[config.mk]
export PLATFORM = sky130hd
export DESIGN_NAME = tbb_queue
export DESIGN_NICKNAME = d
export VERILOG_FILES = /design/src/hdl/tbb_pkg.sv /design/src/hdl/tbb_queue.sv
export SDC_FILE = /design/constraint.sdc
export NUM_CORES = 1
export LEC_CHECK = 0
export BUFFER_PORTS_ARGS = -buffer_cell sky130_fd_sc_hd__buf_2
export CORE_ASPECT_RATIO = 0.5
export CORE_UTILIZATION = 47
export CTS_BUF_LIST = sky130_fd_sc_hd__clkbuf_16
export DETAILED_ROUTE_END_ITERATION = 10
export PLACE_DENSITY = 0.75
export RECOVER_POWER = 50
export SETUP_SLACK_MARGIN = 0.3
export SLEW_MARGIN = 20
export SYNTH_ARGS = -nofsm -noshare
export SYNTH_HDL_FRONTEND = slang
export SYNTH_SLANG_ARGS = --single-unit
[constraint.sdc]
create_clock -name clk -period 7.1 [get_ports clk]
set_input_delay 0.71 -clock clk [delete_from_list [all_inputs] [get_ports clk]]
set_output_delay 0.71 -clock clk [all_outputs]
set_load 0.05 [all_outputs]
[src/hdl/tbb_pkg.sv]
// shared types and constants of the transform and bounding box core
package tbb_pkg;

    localparam int FRAC_BITS_DEFAULT = 16;
    localparam int REG_COUNT         = 6;
    localparam int CFG_INDEX_W       = 3;
    localparam int QUEUE_DEPTH       = 2;

    localparam logic signed [31:0] S32_MAX = 32'sh7fff_ffff;
    localparam logic signed [31:0] S32_MIN = 32'sh8000_0000;

    // register reset values form the identity matrix
    localparam logic [63:0] ROW0_COLS01_RESET = 64'h0001_0000_0000_0000;
    localparam logic [63:0] ROW0_COLS23_RESET = 64'h0;
    localparam logic [63:0] ROW1_COLS01_RESET = 64'h0000_0000_0001_0000;
    localparam logic [63:0] ROW1_COLS23_RESET = 64'h0;
    localparam logic [63:0] ROW2_COLS01_RESET = 64'h0;
    localparam logic [63:0] ROW2_COLS23_RESET = 64'h0001_0000_0000_0000;

    typedef struct packed {
        logic signed [31:0] x;
        logic signed [31:0] y;
        logic signed [31:0] z;
        logic [30:0]        weight;
        logic               div_en;
        logic               zero_w;
        logic               xf_en;
        logic               last;
    } tbb_item_t;

    typedef enum logic [2:0] {
        ST_IDLE,
        ST_DIV,
        ST_MUL,
        ST_ACC,
        ST_UPD
    } tbb_state_t;

endpackage

[src/hdl/tbb_queue.sv]
// short queue of classified poles between front and back
module tbb_queue
    import tbb_pkg::*;
(
    input  logic      clk,
    input  logic      rst_n,
    input  logic      push,
    input  tbb_item_t push_item,
    input  logic      pop,
    output tbb_item_t pop_item,
    output logic      full,
    output logic      empty
);

    localparam int PTR_W = (QUEUE_DEPTH > 1) ? $clog2(QUEUE_DEPTH) : 1;
    localparam int CNT_W = $clog2(QUEUE_DEPTH + 1);

    tbb_item_t        mem_reg [QUEUE_DEPTH];
    logic [PTR_W-1:0] wr_ptr_reg, wr_ptr_next;
    logic [PTR_W-1:0] rd_ptr_reg, rd_ptr_next;
    logic [CNT_W-1:0] count_reg, count_next;

    assign full     = (count_reg == CNT_W'(QUEUE_DEPTH));
    assign empty    = (count_reg == '0);
    assign pop_item = mem_reg[rd_ptr_reg];

    function automatic logic [PTR_W-1:0] ptr_inc(input logic [PTR_W-1:0] p);
        if (p == PTR_W'(QUEUE_DEPTH - 1))
            return '0;
        return p + 1'b1;
    endfunction

    always_comb
    begin
        wr_ptr_next = wr_ptr_reg;
        rd_ptr_next = rd_ptr_reg;
        count_next  = count_reg;
        if (push && !full)
            wr_ptr_next = ptr_inc(wr_ptr_reg);
        if (pop && !empty)
            rd_ptr_next = ptr_inc(rd_ptr_reg);
        if ((push && !full) && !(pop && !empty))
            count_next = count_reg + 1'b1;
        else if (!(push && !full) && (pop && !empty))
            count_next = count_reg - 1'b1;
    end

    always_ff @(posedge clk or negedge rst_n)
    begin
        if (!rst_n)
        begin
            wr_ptr_reg <= '0;
            rd_ptr_reg <= '0;
            count_reg  <= '0;
        end
        else
        begin
            wr_ptr_reg <= wr_ptr_next;
            rd_ptr_reg <= rd_ptr_next;
            count_reg  <= count_next;
        end
    end

    always_ff @(posedge clk)
    begin
        if (push && !full)
            mem_reg[wr_ptr_reg] <= push_item;
    end

endmodule

## Word level (Yosys, flattened, before mapping)

Memory sizes are Yosys's and may differ from the RTL's.
Cells that the tools add are included.

- Flip-flop bits (word level): 4
- Bits in writable memories: 262
- Memories kept: 1

Memories:

| name | words | width | rd ports | clocked after memory_dff | write ports | line | RTL |
|---|---|---|---|---|---|---|---|
| mem_reg | 2 | 131 | 1 | 0 | 1 | tbb_queue.sv:18 | `tbb_item_t mem_reg [QUEUE_DEPTH];` |

- $add $sub $neg: 4
- Equal/unequal tests: 1
- Mux-type cells: 12
- Reduce and logical (&&, ||, !) cells: 10

Operators by type and width:

| operator | number |
|---|---|
| 2-to-1 mux 1 bit | 10 |
| logical AND 1 bit | 4 |
| logical NOT 1 bit | 4 |
| 2-to-1 mux 2 bit | 2 |
| adder 1 bit, second input constant | 2 |
| adder 2 x 1 -> 2 bit, second input constant | 1 |
| == test 2 bit, second input constant | 1 |
| logical NOT 2 bit | 1 |
| nonzero test 2 bit | 1 |
| subtractor 2 x 1 -> 2 bit, second input constant | 1 |

## Depth between registers and ports, before layout

- Word-level depth: 7
- Depth in mapped cells: 7
- Mapped depth without buffers: 7

## Worst setup path after synthesis

No wires, ideal clock.

- Kind: input -> register
- Start: in push
- End: mem mem_reg[0][0] (netlist bit), enable pin
- Setup time: 0.623 ns
- Arrival: 6.241 ns
- Slack: 0.236 ns
- Stages on the path: 2
- Buffers on the path: 0
- Cells stage by stage: nand2_1 > nor2_1

- Cells in the longest elaborated chain, start to end: 3

RTL lines:

| what | line | RTL |
|---|---|---|
| start, declared | tbb_queue.sv:7 | `input logic push,` |
| logical AND 1 bit | tbb_queue.sv:66 | `if (push && !full)` |
| 2-to-1 mux 1 bit | tbb_queue.sv:66 |  |
| 2-to-1 mux 1 bit (implied by the code) | tbb_queue.sv:67 | `mem_reg[wr_ptr_reg] <= push_item;` |
| end, declared | tbb_queue.sv:18 |  |

Every way passes these cells.

## Worst setup path after layout

- Start: reg count_reg[0]
- End: mem mem_reg[1][78] (netlist bit), enable pin

- Cells in the longest elaborated chain, start to end: 5

RTL lines:

| what | line | RTL |
|---|---|---|
| start, declared | tbb_queue.sv:21 | `logic [CNT_W-1:0] count_reg, count_next;` |
| start signal, assigned | tbb_queue.sv:60 | `count_reg <= count_next;` |
| == test 2 bit | tbb_queue.sv:23 | `assign full = (count_reg == CNT_W'(QUEUE_DEPTH));` |
| logical NOT 1 bit | tbb_queue.sv:66 |  |
| logical AND 1 bit | tbb_queue.sv:66 |  |
| 2-to-1 mux 1 bit | tbb_queue.sv:66 |  |
| 2-to-1 mux 1 bit (implied by the code) | tbb_queue.sv:67 |  |

Every way passes these cells.

==> flow_summary_export.csv <==
group,metric,value,unit
yosys,synthAdderAreaFrac,0.00125,
routing,routed-via-count,4919,
routing,drt_iter0_drc,365,
yosys,ys_types,16,
finish,areaGrowthSynthToFinish,22.8,%
worst_hold_path,holdCritPathClass,"primary input to flip-flop",
finish,largest_register_ffs,262,
run_status,failed_checks,"max-capacitance violations, max-slew violations",
yosys,syn_area_per_cell,23.4,um^2
yosys,synth_ff_type,"edfxtp_1",
routing,via_per_inst,4.90,
critical_path,worst_setup_path_start_kind,"flip-flop",
sta,final-setup-viol-count,0,
yosys,synth_mux_area_frac,0.178,
yosys,ys_ff_latch,266,
sta,worst_slew_pin_slew,2920,ps
die,ios,268,
global_route,antenna_found_initial,6,
die,start_util,0.482,
job,drv_cap,2,
critical_path,worstPathArrival,4450,ps
clock_network,post-cts-setup-buffer-count,0,
die,fp.dieH,105,um
critical_path,path_buf_inv,1,
sta,finalMaxSlewViolations,82,
routing,first_pass_iters,6,
die,dieArea,21900,um^2
routing,drc,0,
critical_path,r2r-start,"count_reg[0]$_DFFE_PN0P_",
worst_hold_path,worstHoldStart,"push_item[11]",
clock_network,cts_root_buf,"clkbuf_16",
yosys,synth.cell_area,9980,um^2
sta,fin_skew,23.2,ps
sta,whs,366,ps
worst_hold_path,holdPathStages,1,
sta,rsz0062_at_grt,"false",
critical_path,crit_path_end_kind,"flip-flop",
routing,wl_per_cell,19.0,um
sta,fin_crit_sh,0.608,
clock_network,cts_buffers,24,
global_route,first_global_vias,5102,
critical_path,crit_chain,"nand2b_1, and3_1, buf_4",
yosys,async_reset_ff_frac,0.0150,
yosys,syn_nets,563,
power_and_ir_drop,irDropWorstVdd,429,uV
place,place_ws,4100,ps
place,place_area,11600,um^2
global_route,grt.overflow.total,0,
critical_path,timing.rr.end,"mem_reg[1][78]$_DFFE_PP_",
global_route,grt_start_max_net_pins,109,
die,coreArea,20700,um^2
critical_path,reg2reg_depth,3,
critical_path,cp_slowest_cell,"and3_1",
run_status,outcome,"finished with violations",
die,rows,37,
finish,final_design_area_no_fill,12300,um^2
place,gp_congestion,0.723,
global_route,grt_first_pass_wirelength,27.8,mm
clock_network,cts-resized-gates,0,
die,die_w,208,um
power_and_ir_drop,power_density,501,nW/um^2
place,hpwl,12.4,mm
finish,nFillCells,1561,
sta,setup_tns,0,ps
worst_hold_path,holdPathEnd,"mem_reg[0][11]$_DFFE_PP_",
critical_path,critPathTopFamily,"simple AND/OR/NAND/NOR gates",
routing,drtAntennaViolNets,0,
place,numPortBuffers,267,
sta,fin_ws,2790,ps
critical_path,critPathKind,"flip-flop to flip-flop",
critical_path,path_max_fanout,75,
critical_path,cp.required,7240,ps
sta,fin_crit,4310,ps
power_and_ir_drop,p_leak,4.67,nW
finish,drive_gt1_frac,0.512,
sta,max_slew_margin,-0.948,
yosys,synth_simple_gate_area_frac,0.00276,
finish,nets,846,
clock_network,clock_path_buffers,3,
yosys,syn_inst,427,
yosys,yosysWarnings,0,
sta,finalHoldViolations,0,
routing,wirelength,19.0,mm
critical_path,crit_path_max_incr_delay,2170,ps
clock_network,cts_tree,"done",
clock_network,clk_pin_slew,70,ps
clock_network,clock_sinks,266,
sta,fmax,232,MHz
yosys,ys_seq_area_frac,0.798,
global_route,grtUsageTotal,0.168,
clock_network,cts_max_level,1,
yosys,synth_compound_area_frac,0.000501,
critical_path,rrSetupSlack,2790,ps
yosys,synth_top_family_by_area,"multiplexers",
clock_network,clock_latency,530,ps
yosys,synth-edff-count,262,
yosys,synth-xor-area-share,0.00439,
metal layers:
layer	track usage	wire length, um	up-vias	share of wire
li1	-	-	2267	-
met1	0.186	7200	2486	0.38
met2	0.315	10500	123	0.55
met3	0.0412	780	37	0.041
met4	0.0571	461	6	0.024
met5	0	45	-	0.0024
through the flow:
step                power (mW)  std cells  utilization
finish                    6.14       1003        0.592
global route              6.35       1003        0.592
CTS                       6.21       1000        0.596
detailed placement        4.95        956        0.559
global placement          4.91        956        0.559
floorplan                 4.48        427            -
synth_stat cells, types with 2 or more instances:
cell	count	area [um^2]
xnor2_1	3	26.3
mux2_4	80	1200
dfrtp_1	4	100
xor2_1	2	17.5
edfxtp_1	262	7870
inv_1	2	7.51
mux2_2	51	574
nor2_1	3	11.3
buf_2	5	25.0
buf_6	9	101
worst max-delay path by stage:
stage                                        start                   endpoint  cells past startpoint
after global routing      count_reg[0]$_DFFE_PN0P_   mem_reg[1][78]$_DFFE_PP_                      3
after floorplan                               push    mem_reg[0][0]$_DFFE_PP_                      2
final                     count_reg[0]$_DFFE_PN0P_   mem_reg[1][78]$_DFFE_PP_                      3
after CTS                   rd_ptr_reg$_DFFE_PN0P_              pop_item[113]                      3
after detailed placement                      push  mem_reg[1][113]$_DFFE_PP_                      3
after global placement                        push  mem_reg[1][103]$_DFFE_PP_                      3
power breakdown:
part / switching [mW] / internal, mW / total [mW]
sequential: 0.107 / 2.16 / 2.27
clock: 0.552 / 0.691 / 1.24
combinational: 1.86 / 0.770 / 2.63
total: 2.51 / 3.62 / 6.14
cells by family after synthesis:
| logic type | after synthesis |
|---|---|
| muxes | 131 |
| DFF | 266 |
| buffers and inverters | 17 |
| AOI/OAI and AO/OA | 1 |
| adders and majority gates | 1 |
| and+or+nand+nor | 6 |
| xor gates and xnor gates | 5 |
placed cells by master (no fill, tap or decap), drive strengths merged:
master       count
diode            3
clkinvlp         3
nand2            1
nand2b           1
edfxtp         262
buf            205
bufinv           2
dlygate4sd3      1
dfrtp            4
ha               1
inv              7
mux2           131
and3             1
xnor2            3
clkbuf          90
nor2             3
xor2             2
clkinv           9
o21ai            1
area by class of cell:
type	instances	area [um^2]	area share
diodes	3	7.51	0.000613
repair buffers	272	1310	0.107
clock inverters	19	154	0.0126
inverters	2	7.51	0.000613
well taps	273	342	0.0279
multi-input cells	144	1860	0.152
clock buffers	24	601	0.0490
flip-flops and latches	266	7970	0.651
what timing repair did:
action / CTS / global route
hold endpoints to repair: 4 / 0
setup endpoints to repair: 0 / 0
hold buffers: 1 / 0
(Power assumes the default switching activity.)
