$ cat src/hdl/tbb_pkg.sv
// shared types and constants of the transform and bounding box core
package tbb_pkg;

    localparam int FRAC_BITS_DEFAULT = 16;
    localparam int REG_COUNT         = 6;
    localparam int CFG_INDEX_W       = 3;
    localparam int QUEUE_DEPTH       = 2;

    localparam logic signed [31:0] S32_MAX = 32'sh7fff_ffff;
    localparam logic signed [31:0] S32_MIN = 32'sh8000_0000;

    // register reset values form the identity matrix
    localparam logic [63:0] ROW0_COLS01_RESET = 64'h0001_0000_0000_0000;
    localparam logic [63:0] ROW0_COLS23_RESET = 64'h0;
    localparam logic [63:0] ROW1_COLS01_RESET = 64'h0000_0000_0001_0000;
    localparam logic [63:0] ROW1_COLS23_RESET = 64'h0;
    localparam logic [63:0] ROW2_COLS01_RESET = 64'h0;
    localparam logic [63:0] ROW2_COLS23_RESET = 64'h0001_0000_0000_0000;

    typedef struct packed {
        logic signed [31:0] x;
        logic signed [31:0] y;
        logic signed [31:0] z;
        logic [30:0]        weight;
        logic               div_en;
        logic               zero_w;
        logic               xf_en;
        logic               last;
    } tbb_item_t;

    typedef enum logic [2:0] {
        ST_IDLE,
        ST_DIV,
        ST_MUL,
        ST_ACC,
        ST_UPD
    } tbb_state_t;

endpackage

$ cat src/hdl/tbb_front.sv
// front end: accepts poles and classifies the work each one needs
module tbb_front
    import tbb_pkg::*;
(
    input  logic               in_valid,
    output logic               in_stall,
    input  logic signed [31:0] pole_x,
    input  logic signed [31:0] pole_y,
    input  logic signed [31:0] pole_z,
    input  logic [30:0]        weight,
    input  logic               use_weight,
    input  logic               apply_transform,
    input  logic               last_pole,
    input  logic               q_full,
    output logic               q_push,
    output tbb_item_t          q_item
);

    assign in_stall = q_full;
    assign q_push   = in_valid & ~q_full;

    always_comb
    begin
        q_item.x      = pole_x;
        q_item.y      = pole_y;
        q_item.z      = pole_z;
        q_item.weight = weight;
        q_item.div_en = use_weight;
        q_item.zero_w = use_weight & (weight == '0);
        q_item.xf_en  = apply_transform;
        q_item.last   = last_pole;
    end

endmodule

$ cat config.mk
export PLATFORM = sky130hd
export DESIGN_NAME = tbb_front
export DESIGN_NICKNAME = d
export VERILOG_FILES = /design/src/hdl/tbb_pkg.sv /design/src/hdl/tbb_front.sv
export SDC_FILE = /design/constraint.sdc
export NUM_CORES = 1
export LEC_CHECK = 0
export BUFFER_PORTS_ARGS = -buffer_cell sky130_fd_sc_hd__buf_2
export CAP_MARGIN = 20
export CORE_AREA = 8 8 96 98
export DETAILED_ROUTE_END_ITERATION = 8
export DIE_AREA = 0 0 104 106
export PLACE_DENSITY_LB_ADDON = 0.1
export SYNTH_ARGS = -nofsm -noshare
export SYNTH_HDL_FRONTEND = slang
export SYNTH_SLANG_ARGS = --single-unit
$ cat constraint.sdc
create_clock -name vclk -period 0.9
set_input_delay 0.18 -clock vclk [all_inputs]
set_output_delay 0.18 -clock vclk [all_outputs]
set_load 0.01 [all_outputs]
[After elaboration in Yosys (flattened, before gate mapping)]
Cells that the tools add are included.
Storage, ports and cells
  bits in registers: 0
  latch bits: 0
  bits in writable memories: 0
  bits in read-only memories: 0
  bits of input ports: 132
  output and inout bits: 133
  logic and storage cells: 4
  memories: 0
Cells by class
  $add $sub $neg: 0
  $mul: 0
  div/mod/pow operators: 0
  $lt $le $gt $ge: 0
  equality and inequality tests: 0
  shifts and indexed selects: 0
  muxes and demuxes: 0
  bitwise gates (word level): 3
  reduce and logical (&&, ||, !) cells: 1
Operators by type and width (count)
  $logic_not A31 Y1: 1
  $and A1 B1 Y1: 2
  $not A1 Y1: 1

[Longest topological paths before layout]
Gate-level depths: netlist (run 1).
  depth in word-level cells: 2
  mapped depth: 3
  mapped depth without buffers: 3

[Worst setup path before layout (run 1)]
OpenSTA, ideal clock, no wires.
  path type: input -> output
  start: input weight[26]
  end: output q_item[2] in the netlist's numbering
  data arrival time: 0.718 ns
  required time: 0.720 ns
  slack: 0.002 ns
  cell stages on the path: 3
  path buffers: 0
  cells stage by stage: nor4_2 > nand4_1 > nor2_1
RTL lines
  from (decl): line tbb_front.sv:10  | input logic [30:0] weight,
  to (decl): line tbb_front.sv:16  | output tbb_item_t q_item

==> results.md, run 1 <==
- Final setup violating endpoints: 1
- WL per Instance: 18.3 um
- Area leader, netlist: buf_4
- Status: finished with violations
- Crit end category: output port
- Final HPWL DP: 3190 um
- Boundary pin count: 265
- Mapped Nets: roughly 280
- Core Rows: 33
- Synth Warn #: 0
- Initial DRT Pass Iterations: 2
- Worst-Margin Slew: approximately 0.27 ns
- I/O Buffers: 69
- Critical path class: in -> out
- Starting DRT DRC Count: 11
- RSZ-0062 raised after global routing: true
- Max-cap viol count: 0
- Global Route Usage Sum: 0.0547
- Final hold vios: 0
- Reg area: 0 sq um
- Fmax: 0.866 GHz
- Worst setup margin: -0.255 ns
- Part of the Yosys area used for sequential elements: 0
- Post-synthesis cell area: 1080 sq um
- Syn avg cell area: between 7 and 8 sq um
- Nets: 220
- Starting Density: 0.138
- Min Tclk post-route: around 1.2 ns
- Critical Path RT: 0.72 ns
- First-pass GRT wire length: 4730 um
- Synth top cells by count: 131 x buf_4, 4 x nor4_1, 3 x nor4_2, 2 x nand4_1
- Gpl congestion: ~0.77
- Antenna violations before repair: 0
- Slew Limit Fails: 0
- Via count: about 590
- Power per cell area: roughly 420 nW/um^2
- Pin count of the biggest net entering global routing: 3
- Pwr Total: 0.000312 W
- Share of cells above drive strength 1: 0.942
- CP Max Fanout: 2
- Synth cell types: 7
- WP data arrival: 0.97 ns
- Post-synthesis cell count: 143
- Count of antenna-violating nets left after detailed routing: 0
- Hold Startpoint: pole_x[31]
- Chip Width: 104 um
- End of the worst hold path: q_item[130]
- FF+latch count: 0
- GR Overflow Total: 0
- Via/cell ratio: 3.10
- Synth-to-layout area growth: -32.1%
- Cts hold-fix bufs: 0
- Post-Route Setup TNS: -0.255 ns
- CP startpoint kind: input pin
- Core Region: 7850 sq um
- Ranking of synthesized cells by area: buf_4 91%, nor4_2 3.5%, nor4_1 2.3%
- DRT Wirelength: between 3000 and 4000 um
- Remaining routing DRC violations: 0
- LEAKAGE: 0.338 nW
- Vias in the first global route: ~670
- Die H: between 100 and 150 um
- Max IR drop VDD: 0.0318 mV
- Min-Delay Path Depth: 0
- Worst Hold Class: in -> out
- Failing checks: negative setup slack
- Tcrit/Tclk final: 1.28
- Max-slew headroom: 0.818
- Die area: 11000 sq um
- Yosys top cell area share: 0.908
- Clkbuf count: 0
- Diode count: 0
- Most common cell in the netlist: buf_4
[layout by cell type (no fill, tap or decap)]
cell type	Yosys	final
nor4b_4	0	1
nor4_1	4	1
buf_4	131	5
buf_6	0	5
buf_2	0	63
nor2_1	1	1
nor2b_1	1	1
buf_8	0	1
nor4_4	0	6
nand4_1	2	2
[worst max-delay path by stage]
stage               slack (ns)         to  startpoint  depth (start not counted)
floorplan                0.002  q_item[2]  weight[26]                          3
global placement         -0.45  q_item[2]   weight[3]                          5
detailed placement       -0.43  q_item[2]   weight[3]                          5
CTS                      -0.28  q_item[2]   weight[4]                          5
global route             -0.34  q_item[2]   weight[0]                          5
finish                   -0.25  q_item[2]   weight[7]                          5
[stage by stage]
step	cell area, sq um	std cells	utilization	setup slack [ns]	hold WS [ns]
after floorplan	1080	143	-	0.00222	0.406
after global placement	614	191	0.0783	-0.447	0.360
after detailed placement	614	191	0.0783	-0.426	0.360
after CTS	699	191	0.0892	-0.276	0.360
after global routing	736	191	0.0938	-0.336	0.360
final	736	191	0.0938	-0.255	0.360
[cells by family after synthesis]
logic type / after synthesis / share of synthesized area
and+or+nand+nor: 12 / 0.0924
buffers and inverters: 131 / 0.908
[worst max-delay path, cell delays in order]
cell and delay, ns:
buf_2 0.11, nor4_1 0.30, nand4_1 0.13, nor2_1 0.11, buf_2 0.14
[timing repair]
item / 4_1_cts / 5_1_grt
setup buffers: 0 / 0
setup endpoints to repair: 1 / 1
pin swaps: 5 / 4
gates resized for setup: 15 / 7
gates cloned: 0 / 0
[metal layers]
layer  track usage  vias up  routed length, um  part of all wire
li1              -      204                  -                 -
met2        0.0962      119               1610              0.46
met1        0.0301      237                749              0.21
met3        0.0575       32                900              0.26
met4        0.0403        0                223             0.064
met5             0        -                  0                 0
[layout make-up]
| type | instances | area [sq um] |
|---|---|---|
| timing repair buffer | 74 | 424 |
| fill | 918 | 7110 |
| tap | 105 | 131 |
| multi-input combinational | 12 | 180 |
[power breakdown]
group | internal [W] | switching [W] | total, W
combinational | 0.000155 | 0.000157 | 0.000312
sequential | 0 | 0 | 0
clock | 0 | 0 | 0
Note: power is estimated with default switching activity, not from simulation.
==> run 2, diff against run 1 <==
==> constraint.sdc (replaced) <==
create_clock -name vclk -period 0.9
set_input_delay 0.045 -clock vclk [all_inputs]
set_output_delay 0.045 -clock vclk [all_outputs]
set_load 0.01 [all_outputs]
==> run 2 against run 1 <==
Compared with the run above:
- setup slack improved by 0.25 ns
- the flow still finishes with violations (negative setup slack)
- cell count decreased by 1.0%
- utilization fell by 0.096 points
- critical path type unchanged
- hold slack got worse by 0.27 ns
- sequential share of layout area stayed put
- count of clock-buffer cells in the layout stayed put
- largest power group unchanged
- fmax rose by 28%
==> results.md, run 2 (same netlist as run 1, synthesis figures left out) <==
- Status: finished with violations
- Failing checks: negative setup slack
- CP Max Fanout: 2 (unchanged)
- Slowest stage delay, CP: 0.29 ns (about the same)
- Min Tclk post-route: 0.901 ns (-0.254 ns)
- CP startpoint kind: input pin
- WHS: 0.0900 ns (-0.270 ns)
- Initial DRT Pass Iterations: 2 (unchanged)
- Critical Path RT: 0.85 ns (+0.13 ns)
- Fmax: 1.11 GHz (+28%)
- Post-Route Utilization: 0.0928 (-0.000957)
- Max-cap viol count: 0 (unchanged)
- Worst setup margin: -0.000526 ns (+0.254 ns)
- Final hold vios: 0 (unchanged)
- Chip Width: 104 um (unchanged)
- Worst-Margin Slew: 0.239 ns (-0.0310 ns)
- Final HPWL DP: 3190 um (about the same)
- Starting Density: 0.138 (unchanged)
- Setup Buffers After CTS: 0 (unchanged)
- Slew Limit Fails: 0 (unchanged)
- Vias in the first global route: 651 (-2.1%)
- WP data arrival: 0.86 ns (-0.11 ns)
- Critical path class: in -> out
- Boundary pin count: 265 (unchanged)
- Max IR drop VDD: 0.0318 mV (+0.11%)
- Count of antenna-violating nets left after detailed routing: 0 (unchanged)
- Core Region: 7850 sq um (unchanged)
- Global Route Usage Sum: 0.0540 (-0.000637)
- Final setup violating endpoints: 1 (unchanged)
- Most common cell after layout, fill and taps aside: buf_2
- Die H: 106 um (unchanged)
- Gpl congestion: 0.774 (+0.97%)
- Power per cell area: 427 nW/um^2 (+0.52%)
- Share of cells above drive strength 1: 0.940 (-0.00138)
- Final cell count without fillers: 189 (-1.0%)
- Crit end category: output port
- Via count: 592 (unchanged)
- First-pass GRT wire length: 4710 um (-0.30%)
- Clkbuf count: 0 (unchanged)
- Remaining routing DRC violations: 0 (unchanged)
- Crit-path slowest cell: nor4_4
- Die area: 11000 sq um (unchanged)
- Tcrit/Tclk final: 1.00 (-0.282)
- FF+latch count: 0 (unchanged)
- Commonest non-fill, non-tap cells in the layout: 61 x buf_2, 6 x buf_6, 5 x nor4_4
- Pin count of the biggest net entering global routing: 3 (unchanged)
- Synth-to-layout area growth: -32.8%
- Starting DRT DRC Count: 3 (-8)
- Reg area: 0 sq um (unchanged)
- LEAKAGE: 0.332 nW (-1.6%)
- Cts hold-fix bufs: 0 (unchanged)
- WL per Instance: 18.3 um (+0.36%)
- Via/cell ratio: 3.13 (+1.1%)
- I/O Buffers: 69 (unchanged)
- Antenna violations before repair: 0 (unchanged)
- Core Rows: 33 (unchanged)
- Diode count: 0 (unchanged)
- Placed cell count: 189 (-1.0%)
- GR Overflow Total: 0 (unchanged)
- Nets: 218 (-0.91%)
- Worst Hold Class: in -> out
- Max-slew headroom: 0.839 (+0.0211)
- DP Worst Slack: -0.225 ns (+0.201 ns)
- Crit path cell chain: buf_8, nor4_4, nand4_1, nor2_1, buf_2
- DRT Wirelength: 3460 um (-0.69%)
- RSZ-0062 raised after global routing: true
-- run 2: cell count changes in the layout (fill, tap and decap cells not counted) --
cell    delta
buf_2      -2
buf_4      -2
buf_6      +1
buf_8      +1
nor4_2     +1
nor4_4     -1
-- run 2: power breakdown --
part	total, W	internal, W	switching (W)
Combinational	0.000311	0.000156	0.000155
Sequential	0	0	0
Clock	0	0	0
Total	0.000311	0.000156	0.000155
-- run 2: worst max-delay path: cells and delay by family --
family | cells | cell delay, ns
buffers and inverters | 2 | 0.24
and+or+nand+nor | 3 | 0.56
-- run 2: repair_timing --
action / 4_1_cts / 5_1_grt
gates resized for setup: 11 / 14
setup endpoints to repair: 1 / 1
pin swaps: 4 / 9
-- run 2: metrics by stage --
stage           TNS [ns]  cell area (sq um)  total power [W]
2_1_floorplan          0               1080         0.000612
3_3_place_gp      -0.152                599         0.000263
3_5_place_dp      -0.225                599         0.000259
4_1_cts          -0.0429                661         0.000287
5_1_grt          -0.0542                728         0.000336
6_report       -0.000526                728         0.000311
-- run 2: path summary, 6_finish.rpt --
kind	from	to	cells after the start
worst max-delay path	weight[2]	q_item[2]	5
worst min-delay path	pole_x[31]	q_item[130]	0
-- run 2: final cells by class --
class	count	area (sq um)
Timing Repair Buffer	72	425
Multi-Input combinational cell	12	171
Tap cell	105	131
Fill cell	916	7120
-- run 2: per-layer routing --
| metal | up-vias | GRT usage | part of all wire |
|---|---|---|---|
| met3 | 34 | 0.0629 | 0.27 |
| met4 | 0 | 0.0445 | 0.070 |
| met2 | 119 | 0.0894 | 0.46 |
| met1 | 236 | 0.0291 | 0.20 |
| li1 | 203 | - | - |
| met5 | - | 0 | 0 |
